[src/hdl/nidc_pkg.sv]
// Shared types, constants and small arithmetic helpers for the identity
// number checker. No dependencies; imported by nidc_eval, core and testbench.
`default_nettype none

package nidc_pkg;

    // character positions, counted from 0
    localparam logic [4:0] POS_SHORT_LAST = 5'd14;  // last char of a 15-char number
    localparam logic [4:0] POS_CHECK      = 5'd17;  // check char of an 18-char number
    localparam logic [4:0] POS_INSERT     = 5'd6;   // where "19" goes in the upgrade
    localparam logic [4:0] POS_SHORT_END  = 5'd15;
    localparam logic [4:0] POS_DATE_FIRST = 5'd6;
    localparam logic [4:0] POS_DATE_LAST  = 5'd13;
    localparam logic [4:0] POS_MAX        = 5'd31;

    localparam logic [7:0] CHAR_ZERO = 8'h30;
    localparam logic [7:0] CHAR_NINE = 8'h39;
    localparam logic [7:0] CHAR_X    = 8'h58;

    localparam int DATE_DIGITS = 8;

    // floor(y / 100) = (y * 5243) >> 19, exact for y below 43699
    localparam int          YEAR_PROD_W = 27;
    localparam int          YEAR_SHIFT  = 19;
    localparam logic [26:0] YEAR_RECIP  = 27'd5243;

    typedef enum logic [2:0] {
        ERR_NONE       = 3'd0,
        ERR_DATE       = 3'd1,
        ERR_CHAR       = 3'd2,
        ERR_LENGTH     = 3'd3,
        ERR_DATE_MATCH = 3'd4,
        ERR_CHECK      = 3'd5
    } nidc_err_t;

    typedef struct packed {
        logic [7:0]  char_code;
        logic        last_char;
        logic [13:0] birth_year;
        logic [3:0]  birth_month;
        logic [4:0]  birth_day;
    } nidc_item_t;

    // everything the verdict needs, frozen at the last character
    typedef struct packed {
        logic [4:0]       pos;
        logic             bad_char;
        logic [3:0]       long_sum;
        logic [3:0]       short_sum;
        logic [7:0]       char_code;
        logic [13:0]      year;
        logic [7:0]       year_q;
        logic [3:0]       month;
        logic [4:0]       day;
        logic [7:0][3:0]  digits;
    } nidc_snap_t;

    typedef struct packed {
        logic       id_valid;
        nidc_err_t  error_kind;
        logic       short_form;
        logic [7:0] upgrade_check_char;
    } nidc_result_t;

    function automatic logic [3:0] weight(input logic [4:0] idx);
        logic [3:0] w;
        case (idx)
            5'd0:  w = 4'd7;
            5'd1:  w = 4'd9;
            5'd2:  w = 4'd10;
            5'd3:  w = 4'd5;
            5'd4:  w = 4'd8;
            5'd5:  w = 4'd4;
            5'd6:  w = 4'd2;
            5'd7:  w = 4'd1;
            5'd8:  w = 4'd6;
            5'd9:  w = 4'd3;
            5'd10: w = 4'd7;
            5'd11: w = 4'd9;
            5'd12: w = 4'd10;
            5'd13: w = 4'd5;
            5'd14: w = 4'd8;
            5'd15: w = 4'd4;
            5'd16: w = 4'd2;
            default: w = 4'd0;
        endcase
        return w;
    endfunction

    function automatic logic [7:0] check_char(input logic [3:0] idx);
        logic [7:0] c;
        case (idx)
            4'd0:  c = 8'h31;
            4'd1:  c = 8'h30;
            4'd2:  c = CHAR_X;
            4'd3:  c = 8'h39;
            4'd4:  c = 8'h38;
            4'd5:  c = 8'h37;
            4'd6:  c = 8'h36;
            4'd7:  c = 8'h35;
            4'd8:  c = 8'h34;
            4'd9:  c = 8'h33;
            4'd10: c = 8'h32;
            default: c = 8'h00;
        endcase
        return c;
    endfunction

    // x mod 11 for x < 128: reciprocal estimate, then one correction
    function automatic logic [3:0] mod11(input logic [6:0] x);
        logic [13:0] prod;
        logic [3:0]  q;
        logic [6:0]  r;
        prod = 14'(x) * 14'd93;
        q    = prod[13:10];
        r    = x - 7'(q) * 7'd11;
        if (r >= 7'd11)
        begin
            r = r - 7'd11;
        end
        return r[3:0];
    endfunction

    function automatic logic [3:0] add_weighted(input logic [3:0] sum,
                                                input logic [3:0] digit,
                                                input logic [3:0] w);
        return mod11(7'(sum) + 7'(digit) * 7'(w));
    endfunction

    function automatic logic [4:0] month_days(input logic [3:0] month, input logic leap);
        logic [4:0] n;
        case (month)
            4'd1, 4'd3, 4'd5, 4'd7, 4'd8, 4'd10, 4'd12: n = 5'd31;
            4'd4, 4'd6, 4'd9, 4'd11:                     n = 5'd30;
            4'd2:                                        n = leap ? 5'd29 : 5'd28;
            default:                                     n = 5'd0;
        endcase
        return n;
    endfunction

    function automatic logic [6:0] pair_val(input logic [3:0] hi, input logic [3:0] lo);
        return 7'(hi) * 7'd10 + 7'(lo);
    endfunction

endpackage

`default_nettype wire

[src/hdl/nidc_item_if.sv]
// Input channel: one character of an identity number plus the claimed date.
// Valid/ready handshake; no dependencies.
`default_nettype none

interface nidc_item_if;
    logic        valid;
    logic        ready;
    logic [7:0]  char_code;
    logic        last_char;
    logic [13:0] birth_year;
    logic [3:0]  birth_month;
    logic [4:0]  birth_day;

    modport source (output valid, char_code, last_char, birth_year, birth_month, birth_day,
                    input ready);
    modport sink   (input valid, char_code, last_char, birth_year, birth_month, birth_day,
                    output ready);
endinterface

`default_nettype wire

[src/hdl/nidc_result_if.sv]
// Output channel: verdict for one identity number.
// Valid/ready handshake; no dependencies.
`default_nettype none

interface nidc_result_if;
    logic       valid;
    logic       ready;
    logic       id_valid;
    logic [2:0] error_kind;
    logic       short_form;
    logic [7:0] upgrade_check_char;

    modport source (output valid, id_valid, error_kind, short_form, upgrade_check_char,
                    input ready);
    modport sink   (input valid, id_valid, error_kind, short_form, upgrade_check_char,
                    output ready);
endinterface

`default_nettype wire

[src/hdl/nidc_eval.sv]
// Verdict logic: date check, check order and check characters for one
// finished number. Combinational; depends on nidc_pkg.
`default_nettype none

module nidc_eval (
    input  nidc_pkg::nidc_snap_t   snap,
    output nidc_pkg::nidc_result_t verdict
);
    import nidc_pkg::*;

    logic [13:0] year_hundreds;
    logic [13:0] year_rem_w;
    logic [6:0]  year_rem;
    logic        leap;
    logic [4:0]  mlen;
    logic        date_ok;
    logic        short_f;
    logic        len_ok;
    logic [6:0]  yy_pair;
    logic [6:0]  mm_pair;
    logic [6:0]  dd_pair;
    logic        match_ok;
    nidc_err_t   kind;

    always_comb
    begin
        year_hundreds = 14'(snap.year_q) * 14'd100;
        year_rem_w    = snap.year - year_hundreds;
        year_rem      = year_rem_w[6:0];
        // y%400==0 is y%100==0 with the hundreds count divisible by 4
        leap = (year_rem == 7'd0) ? (snap.year_q[1:0] == 2'd0)
                                  : (snap.year[1:0] == 2'd0);
        mlen    = month_days(snap.month, leap);
        date_ok = (snap.month >= 4'd1) && (snap.month <= 4'd12) &&
                  (snap.day >= 5'd1) && (snap.day <= mlen);

        short_f = (snap.pos == POS_SHORT_LAST);
        len_ok  = short_f || (snap.pos == POS_CHECK);

        // long form has the century ahead of the year: fields sit two digits later
        yy_pair = short_f ? pair_val(snap.digits[0], snap.digits[1])
                          : pair_val(snap.digits[2], snap.digits[3]);
        mm_pair = short_f ? pair_val(snap.digits[2], snap.digits[3])
                          : pair_val(snap.digits[4], snap.digits[5]);
        dd_pair = short_f ? pair_val(snap.digits[4], snap.digits[5])
                          : pair_val(snap.digits[6], snap.digits[7]);
        match_ok = (yy_pair == year_rem) && (mm_pair == 7'(snap.month)) &&
                   (dd_pair == 7'(snap.day));

        if (!date_ok)
        begin
            kind = ERR_DATE;
        end
        else if (snap.bad_char)
        begin
            kind = ERR_CHAR;
        end
        else if (!len_ok)
        begin
            kind = ERR_LENGTH;
        end
        else if (!match_ok)
        begin
            kind = ERR_DATE_MATCH;
        end
        else if (!short_f && (check_char(snap.long_sum) != snap.char_code))
        begin
            kind = ERR_CHECK;
        end
        else
        begin
            kind = ERR_NONE;
        end

        verdict.id_valid           = (kind == ERR_NONE);
        verdict.error_kind         = kind;
        verdict.short_form         = short_f;
        verdict.upgrade_check_char = (short_f && !snap.bad_char) ? check_char(snap.short_sum)
                                                                 : 8'h00;
    end

endmodule

`default_nettype wire

[src/hdl/national_id_check_and_upgrade_core.sv]
// Identity number checker with 15-to-18 digit upgrade. Characters arrive one
// item per cycle on the item channel; the item that carries last_char = 1 also
// carries the claimed birth date and yields one verdict on the result channel
// once it has passed the input register, the snapshot stage and the result
// register; other items yield nothing. A new item is taken every cycle while
// the result side keeps up: those stages each hold one item, so a stalled
// result only blocks the input once they are full. Rate is set by the
// per-character mod-11 weighted-sum update.
// Depends on nidc_pkg, nidc_item_if, nidc_result_if and nidc_eval.
`default_nettype none

module national_id_check_and_upgrade_core (
    input  wire logic     clk,
    input  wire logic     rst_n,
    nidc_item_if.sink     item,
    nidc_result_if.source result
);
    import nidc_pkg::*;

    // stage 1: input register
    logic         in_valid_reg;
    nidc_item_t   in_reg;

    // running state of the number being received
    logic [4:0]   pos_reg;
    logic [3:0]   long_sum_reg;
    logic [3:0]   short_sum_reg;
    logic         bad_reg;
    logic [3:0]   date_digits_reg [DATE_DIGITS];

    // stage 2: snapshot of a finished number
    logic         s2_valid_reg;
    nidc_snap_t   s2_reg;
    nidc_snap_t   s2_next;

    // stage 3: result register
    logic         res_valid_reg;
    nidc_result_t res_reg;
    nidc_result_t verdict;

    logic         res_ready;
    logic         s2_ready;
    logic         s1_fire;

    logic         is_digit;
    logic [7:0]   char_off;
    logic [3:0]   digit;
    logic         x_ok;
    logic         bad_next;
    logic [3:0]   long_sum_next;
    logic [3:0]   short_sum_next;
    logic [4:0]   pos_next;
    logic         date_wr;
    logic [4:0]   date_off;
    logic [2:0]   date_idx;
    logic [YEAR_PROD_W-1:0] year_prod;

    assign res_ready = !res_valid_reg || result.ready;
    assign s2_ready  = !s2_valid_reg || res_ready;
    // only the last character moves on to the snapshot stage
    assign s1_fire   = in_valid_reg && (!in_reg.last_char || s2_ready);
    assign item.ready = !in_valid_reg || s1_fire;

    always_comb
    begin
        char_off = in_reg.char_code - CHAR_ZERO;
        digit    = char_off[3:0];
        is_digit = (in_reg.char_code >= CHAR_ZERO) && (in_reg.char_code <= CHAR_NINE);
        x_ok     = in_reg.last_char && (pos_reg == POS_CHECK) && (in_reg.char_code == CHAR_X);
        bad_next = bad_reg || (!is_digit && !x_ok);

        long_sum_next = long_sum_reg;
        if (is_digit && (pos_reg < POS_CHECK))
        begin
            long_sum_next = add_weighted(long_sum_reg, digit, weight(pos_reg));
        end

        // inserted "19" contributes 1*2 + 9*1 = 11, which is 0 mod 11
        short_sum_next = short_sum_reg;
        if (is_digit && (pos_reg < POS_INSERT))
        begin
            short_sum_next = add_weighted(short_sum_reg, digit, weight(pos_reg));
        end
        else if (is_digit && (pos_reg < POS_SHORT_END))
        begin
            short_sum_next = add_weighted(short_sum_reg, digit, weight(pos_reg + 5'd2));
        end

        pos_next = (pos_reg == POS_MAX) ? pos_reg : pos_reg + 5'd1;

        date_wr  = is_digit && (pos_reg >= POS_DATE_FIRST) && (pos_reg <= POS_DATE_LAST);
        date_off = pos_reg - POS_DATE_FIRST;
        date_idx = date_off[2:0];

        year_prod = YEAR_PROD_W'(in_reg.birth_year) * YEAR_RECIP;

        s2_next.pos       = pos_reg;
        s2_next.bad_char  = bad_next;
        s2_next.long_sum  = long_sum_next;
        s2_next.short_sum = short_sum_next;
        s2_next.char_code = in_reg.char_code;
        s2_next.year      = in_reg.birth_year;
        s2_next.year_q    = year_prod[YEAR_SHIFT +: 8];
        s2_next.month     = in_reg.birth_month;
        s2_next.day       = in_reg.birth_day;
        // a date digit is never written by a last character that reaches the
        // date comparison, so the stored digits are already complete here
        for (int i = 0; i < DATE_DIGITS; i++)
        begin
            s2_next.digits[i] = date_digits_reg[i];
        end
    end

    nidc_eval u_eval (
        .snap    (s2_reg),
        .verdict (verdict)
    );

    always_ff @(posedge clk or negedge rst_n)
    begin
        if (!rst_n)
        begin
            in_valid_reg  <= 1'b0;
            pos_reg       <= 5'd0;
            long_sum_reg  <= 4'd0;
            short_sum_reg <= 4'd0;
            bad_reg       <= 1'b0;
            s2_valid_reg  <= 1'b0;
            res_valid_reg <= 1'b0;
        end
        else
        begin
            if (item.ready)
            begin
                in_valid_reg <= item.valid;
            end

            if (s1_fire)
            begin
                if (in_reg.last_char)
                begin
                    pos_reg       <= 5'd0;
                    long_sum_reg  <= 4'd0;
                    short_sum_reg <= 4'd0;
                    bad_reg       <= 1'b0;
                end
                else
                begin
                    pos_reg       <= pos_next;
                    long_sum_reg  <= long_sum_next;
                    short_sum_reg <= short_sum_next;
                    bad_reg       <= bad_next;
                end
            end

            if (s2_ready)
            begin
                s2_valid_reg <= s1_fire && in_reg.last_char;
            end

            if (res_ready)
            begin
                res_valid_reg <= s2_valid_reg;
            end
        end
    end

    always_ff @(posedge clk)
    begin
        if (item.ready && item.valid)
        begin
            in_reg.char_code   <= item.char_code;
            in_reg.last_char   <= item.last_char;
            in_reg.birth_year  <= item.birth_year;
            in_reg.birth_month <= item.birth_month;
            in_reg.birth_day   <= item.birth_day;
        end
        if (s1_fire && date_wr)
        begin
            date_digits_reg[date_idx] <= digit;
        end
        if (s2_ready && s1_fire && in_reg.last_char)
        begin
            s2_reg <= s2_next;
        end
        if (res_ready && s2_valid_reg)
        begin
            res_reg <= verdict;
        end
    end

    assign result.valid              = res_valid_reg;
    assign result.id_valid           = res_reg.id_valid;
    assign result.error_kind         = res_reg.error_kind;
    assign result.short_form         = res_reg.short_form;
    assign result.upgrade_check_char = res_reg.upgrade_check_char;

`ifndef NO_ASSERTIONS
    ap_sums_reduced: assert property (@(posedge clk) disable iff (!rst_n)
        (long_sum_reg < 4'd11) && (short_sum_reg < 4'd11))
        else $error("mod-11 sum out of range");

    ap_pos_saturates: assert property (@(posedge clk) disable iff (!rst_n)
        (pos_reg == POS_MAX && s1_fire && !in_reg.last_char) |=> (pos_reg == POS_MAX))
        else $error("character position wrapped");

    ap_clear_after_last: assert property (@(posedge clk) disable iff (!rst_n)
        (s1_fire && in_reg.last_char) |=>
        (pos_reg == 5'd0 && long_sum_reg == 4'd0 && short_sum_reg == 4'd0 && !bad_reg))
        else $error("number state not cleared after last character");

    ap_last_reaches_snapshot: assert property (@(posedge clk) disable iff (!rst_n)
        (s1_fire && in_reg.last_char) |=> s2_valid_reg)
        else $error("last character lost before snapshot stage");

    ap_valid_matches_kind: assert property (@(posedge clk) disable iff (!rst_n)
        res_valid_reg |-> (res_reg.id_valid == (res_reg.error_kind == ERR_NONE)))
        else $error("id_valid disagrees with error kind");

    ap_upgrade_only_short: assert property (@(posedge clk) disable iff (!rst_n)
        (res_valid_reg && !res_reg.short_form) |-> (res_reg.upgrade_check_char == 8'h00))
        else $error("upgrade character given for a long number");
`endif

endmodule

`default_nettype wire

[src/flat_wrapper.sv]
// flat-port wrapper written by rule: the top's interface ports become plain ports
module national_id_check_and_upgrade_core_flat import nidc_pkg::*;
  (clk, rst_n, item_valid, item_char_code, item_last_char, item_birth_year, item_birth_month, item_birth_day, item_ready, result_valid, result_id_valid, result_error_kind, result_short_form, result_upgrade_check_char, result_ready);
  nidc_item_if item_i ();
  nidc_result_if result_i ();
  input  wire logic clk;
  input  wire logic rst_n;
  input wire logic [$bits(item_i.valid)-1:0] item_valid;
  input wire logic [$bits(item_i.char_code)-1:0] item_char_code;
  input wire logic [$bits(item_i.last_char)-1:0] item_last_char;
  input wire logic [$bits(item_i.birth_year)-1:0] item_birth_year;
  input wire logic [$bits(item_i.birth_month)-1:0] item_birth_month;
  input wire logic [$bits(item_i.birth_day)-1:0] item_birth_day;
  output wire logic [$bits(item_i.ready)-1:0] item_ready;
  output wire logic [$bits(result_i.valid)-1:0] result_valid;
  output wire logic [$bits(result_i.id_valid)-1:0] result_id_valid;
  output wire logic [$bits(result_i.error_kind)-1:0] result_error_kind;
  output wire logic [$bits(result_i.short_form)-1:0] result_short_form;
  output wire logic [$bits(result_i.upgrade_check_char)-1:0] result_upgrade_check_char;
  input wire logic [$bits(result_i.ready)-1:0] result_ready;
  assign item_i.valid = item_valid;
  assign item_i.char_code = item_char_code;
  assign item_i.last_char = item_last_char;
  assign item_i.birth_year = item_birth_year;
  assign item_i.birth_month = item_birth_month;
  assign item_i.birth_day = item_birth_day;
  assign item_ready = item_i.ready;
  assign result_valid = result_i.valid;
  assign result_id_valid = result_i.id_valid;
  assign result_error_kind = result_i.error_kind;
  assign result_short_form = result_i.short_form;
  assign result_upgrade_check_char = result_i.upgrade_check_char;
  assign result_i.ready = result_ready;
  national_id_check_and_upgrade_core u_core (.clk(clk), .rst_n(rst_n), .item(item_i), .result(result_i));
endmodule
[config.mk]
export PLATFORM = sky130hd
export DESIGN_NAME = national_id_check_and_upgrade_core_flat
export DESIGN_NICKNAME = d
export VERILOG_FILES = /design/src/hdl/nidc_pkg.sv /design/src/hdl/nidc_item_if.sv /design/src/hdl/nidc_result_if.sv /design/src/hdl/nidc_eval.sv /design/src/hdl/national_id_check_and_upgrade_core.sv /design/src/flat_wrapper.sv
export SDC_FILE = /design/constraint.sdc
export NUM_CORES = 1
export LEC_CHECK = 0
export ABC_CLOCK_PERIOD_IN_PS = 29600
export BUFFER_PORTS_ARGS = -buffer_cell sky130_fd_sc_hd__buf_2
export CAP_MARGIN = 20
export CORE_ASPECT_RATIO = 0.7
export CORE_MARGIN = 2
export CORE_UTILIZATION = 45
export DETAILED_ROUTE_END_ITERATION = 6
export PLACE_DENSITY = 0.69
export SYNTH_ARGS = -nofsm -noshare
export SYNTH_HDL_FRONTEND = slang
export SYNTH_SLANG_ARGS = --single-unit
[constraint.sdc]
create_clock -name clk -period 29.6 [get_ports clk]
set_input_delay 2.96 -clock clk [delete_from_list [all_inputs] [get_ports clk]]
set_output_delay 2.96 -clock clk [all_outputs]
set_load 0.05 [all_outputs]
# Word level (Yosys, flattened, before mapping)
# Memories as Yosys holds them, arrays and structs flattened. A register that Yosys moved wholly into a read port is not among the register bits.
# Cells that the tools add are included.
# classes
addsub,18
mul,15
div_mod_pow,0
n_lt_le_gt_ge,14
n_eq_ne,22
shift,0
n_mux,33
bitwise,0
reduce_logical,45
# op_table
cell,n
$mux W4,13
$mul A7 B7 Y14 const B,3
$mux W8,4
$add A7 B4 Y7,4
$sub A7 B7 Y7,4
$mul A14 B13 Y27 const B,1
$mul A4 B3 Y6 const B,4
$logic_and A1 B1 Y1,23
$add A4 B7 Y7,3
$ge A7 B4 Y1 const B,3
$mul A4 B4 Y7,3
$mul A4 B4 Y7 const B,3
$mux W7,3
$eq A4 B4 Y1 const B,5
$eq A4 B3 Y1 const B,4
$eq A5 B5 Y1 const B,3
$mux W3,5
$pmux W5 S3,1
$sub A4 B4 Y4 const B,3
$mux W5,2
$logic_not A1 Y1,9
$eq A4 B2 Y1 const B,2
$eq A8 B7 Y1 const B,1
$ge A8 B6 Y1 const B,1
30 further kinds,40
# word_totals
regBits,108
latch_bits,0
mem_bits_rw,32
romBits,608
in_bits,36
output_inout_bits,15
mem_count,6
# mem_list
name,words,word_bits,read_ports,rd_clocked_by_memory_dff,write_ports,line,text
(name not given),32,4,1,0,0,nidc_pkg.sv:67,case (idx)
(name not given),32,4,1,0,0,nidc_pkg.sv:67,
(name not given),32,4,1,0,0,nidc_pkg.sv:67,
(name not given),16,7,1,1,0,nidc_pkg.sv:92,case (idx)
(name not given),16,7,1,1,0,nidc_pkg.sv:92,
u_core.date_digits_reg,8,4,8,8,1,national_id_check_and_upgrade_core.sv:29,logic [3:0] date_digits_reg [DATE_DIGITS];

# Depth between registers and ports, before layout
# logic_depth
depth_word,18
ltp_mapped,48
mapped_depth_nobuf,47

# Modules after synthesis
# Synthesis repeated with hierarchy kept, for this count alone.
# hier_totals
hier_cells,1644
hier_area_um2,17947.2
# by_module_without_submodules
mod,n_inst,cells_per_inst,area_per_inst_um2
national_id_check_and_upgrade_core,1,1315,15401.0
nidc_eval,1,329,2546.2

# Worst setup path before layout
# Ideal clock, no wire load.
# synth_path
path_type,reg-to-reg
start,register u_core.pos_reg[1]
end,register (tool-made name)
setup_ps,58
t_arrival_ps,10904
required_ps,29542
path_slack_ps,18638
stages_incl_launch_ff,44
n_path_buf,0
synth_period_minus_slack_ps,10962
path_cell_list,dfrtp_1 > inv_1 > ha_1 > mux4_2 > nor2b_1 > nand2_1 > fa_1 > fa_1 > fa_1 > inv_1 > ha_1 > a21oi_1 > xnor2_1 > ha_1 > ha_1 > fa_1 > inv_1 > fa_1 > [... 8 more ...] > inv_1 > ha_1 > inv_1 > fa_1 > inv_1 > fa_1 > a21o_1 > a21oi_1 > nor2_1 > a311oi_1 > nand3_1 > a211o_1 > and3_1 > o31ai_2 > mux2i_2 > inv_1 > ha_1 > o21ba_1
# synth_rtl
element,line,text
"start, declared",national_id_check_and_upgrade_core.sv:25,logic [4:0] pos_reg;
"start signal, assigned",national_id_check_and_upgrade_core.sv:149,pos_reg <= pos_next;

==> flow_summary.yaml <==
status:
  status: "complete, no violations"
timing:
  fmax_mhz: 82.7
  finalCriticalPeriod_ps: 12090
  finClkSkew_ps: 13.9
  period_share_pct: 40.8
  worst-slew-pin-transition_ps: 1070
  rsz0062_at_grt: "no"
  timing.setup.tns_ps: 0
  slew_headroom_pct: 28.9
  setup_violations: 0
  slew_violations: 0
  hold_violations: 0
logic_synthesis:
  syn_avg_cell_area_um2: 11.0
  syn_area_um2: 17000
  ys_seq_area_share_pct: 30.0
  synth_ff_type: "edfxtp_1"
  synthTopCellsByCount: "320 x ha_1, 287 x inv_1, 151 x edfxtp_1"
  ys_ff_latch: 175
  async_flop_share_pct: 9.71
  yosysMostFrequentCell: "ha_1"
  synth_edf_count: 151
  syn-instance-count: 1543
  yosysTopAreaCell: "edfxtp_1"
  yosys-top-cells-area: "edfxtp_1 27%, ha_1 24%, fa_1 15%"
  synth_top_area_share_pct: 26.7
  yosys_warnings: 0
  syn_nets: 2029
  synth.distinct_cells: 78
worst_setup_path:
  worstPathRequired_ps: 29970
  start_kind: "flop"
  path_class: "flop to flop"
  r2r_slack_ps: 17510
  rr_startpoint: "u_core.pos_reg[0]$_DFFE_PN0P_"
  cp_max_fo: 19
  max_stage_delay_ps: 770
  end_kind: "flop"
  crit_slowest_cell: "dfrtp_1"
  rr_worst_depth: 43
  crit_arrival_ps: 12450
  cp_common_cell: "ha_1"
floorplan:
  core_area_um2: 37200
  rows: 59
  die_h_um: 167
  die_width_um: 236
  initial_core_util_pct: 45.7
  dieArea_um2: 39400
  ios: 51
placement:
  gp_congestion: 0.873
  io_buffers: 49
  postPlaceCellArea_um2: 17800
  dp_hpwl_um: 26900
clocking:
  clockRootBuffer: "clkbuf_16"
  cts_tree: "yes"
  worst_skew_pair.late_latency_ps: 430
  cts.sinks: 175
  cts_hold_repair.buffers: 0
  cts.htree.levels: 4
  post_cts_buffers: 0
  cts.path.max_buffers: 2
  cts_resized: 0
  path_clk_slew_ps: 80
  cts_made_buffers: 17
routing:
  routed_wl_um: 32900
  drt_iter0_markers: 640
  via_per_inst: 5.15
  vias: 10800
  ant_nets: 0
  wl_per_cell_um: 15.6
  drtPass1Iterations: 5
  drc: 0
global_routing:
  grt-ovfl-total: 0
  track_usage_pct: 17.7
  grt_max_degree: 82
  grt_pass1_vias: 11100
  grt_pass1_wl_um: 56200
  antenna_found_initial: 1
hold_path:
  min-delay-start: "u_core.date_digits_reg[6][2]$_DFFE_PP_"
  min_path_cells: 0
  holdPathEnd: "u_core.s2_reg[26]$_DFFE_PP_"
  hold_path.class: "flop to flop"
final_layout:
  fin_area_um2: 18500
  diodes: 0
  nNetsFinal: 2088
  drive_gt1_share_pct: 7.12
  syn2layout_area_growth_pct: 8.73
  largest_reg_flops: 75
job:
  cap_violations: 0
[kinds of logic after synthesis]
| logic type | Yosys count | synth area share (%) |
|---|---|---|
| AOI/OAI and AO/OA | 220 | 8.61 |
| xor gates and xnor gates | 122 | 6.53 |
| adders and majority gates | 451 | 38.9 |
| buffers and inverters | 308 | 6.90 |
| DFF | 175 | 30.0 |
| muxes | 22 | 1.56 |
| other | 1 | 0.0221 |
| and+or+nand+nor | 244 | 7.42 |
[placed cells by master, fill, tap and decap left out, types with 8 or more instances in the layout]
cell	instances
nand4_1	10
o21ai_0	36
a21oi_1	72
inv_1	287
mux2i_1	15
xor2_1	30
and2_1	26
xnor2_1	89
nor4_1	12
buf_4	8
a211oi_1	13
nor2b_1	20
nor2_1	54
nand2b_1	13
nand2_1	50
a21o_1	31
dfrtp_1	17
buf_2	49
nand3_1	19
ha_1	320
edfxtp_1	151
clkbuf_16	17
nor3_1	10
fa_1	130
[stage by stage]
| step | std cells | worst slack, ps | utilization [%] | hold slack, ps |
|---|---|---|---|---|
| 6_report | 2103 | 17510 | 49.7 | 414 |
| 5_1_grt | 2103 | 16530 | 49.7 | 427 |
| 4_1_cts | 2103 | 17470 | 49.7 | 417 |
| 3_5_place_dp | 2071 | 17530 | 47.9 | 405 |
| 3_3_place_gp | 2071 | 17770 | 47.9 | 401 |
| 2_1_floorplan | 1543 | 18640 | - | 400 |
[worst max path at each step]
stage / startpoint / endpoint / cells past startpoint / slack (ps)
after detailed placement: u_core.pos_reg[0]$_DFFE_PN0P_ / flop / 43 / 17530
after floorplan: u_core.pos_reg[1]$_DFFE_PN0P_ / flop / 43 / 18640
final: u_core.pos_reg[0]$_DFFE_PN0P_ / flop / 43 / 17510
after global routing: u_core.pos_reg[0]$_DFFE_PN0P_ / flop / 44 / 16530
after global placement: u_core.pos_reg[0]$_DFFE_PN0P_ / u_core.short_sum_reg[1]$_DFFE_PN0P_ / 41 / 17770
after CTS: u_core.pos_reg[0]$_DFFE_PN0P_ / flop / 43 / 17470
[per-layer routing]
metal	GRT usage, %	share of wire [%]	vias up
met3	2.93	4.6	14
met2	26.2	42	190
met1	27.6	52	5240
met5	0	0.037	-
met4	2.70	0.54	2
li1	-	-	5387
[critical path: cells and delay by family (launching register included)]
family                   cells  cell delay [ps]
adder cells (fa/ha/maj)     14             5420
AO/OA/AOI/OAI                9             2320
buffers and inverters        8              650
flip-flops                   1              770
AND/OR/NAND/NOR              7             1110
multiplexers                 2              670
XOR/XNOR                     3             1060
[area by class of cell]
type	count	area (um2)
Clock buffer	17	425
Multi-Input combinational cell	1060	10700
Clock inverter	15	219
Inverter	291	1090
Timing Repair Buffer	57	305
Fill cell	3276	18700
Sequential cell	175	5100
Tap cell	488	611
Power is left out: the tool's default activity adds up to more than one toggle a clock period on the data nets, which glitch-free logic cannot reach.
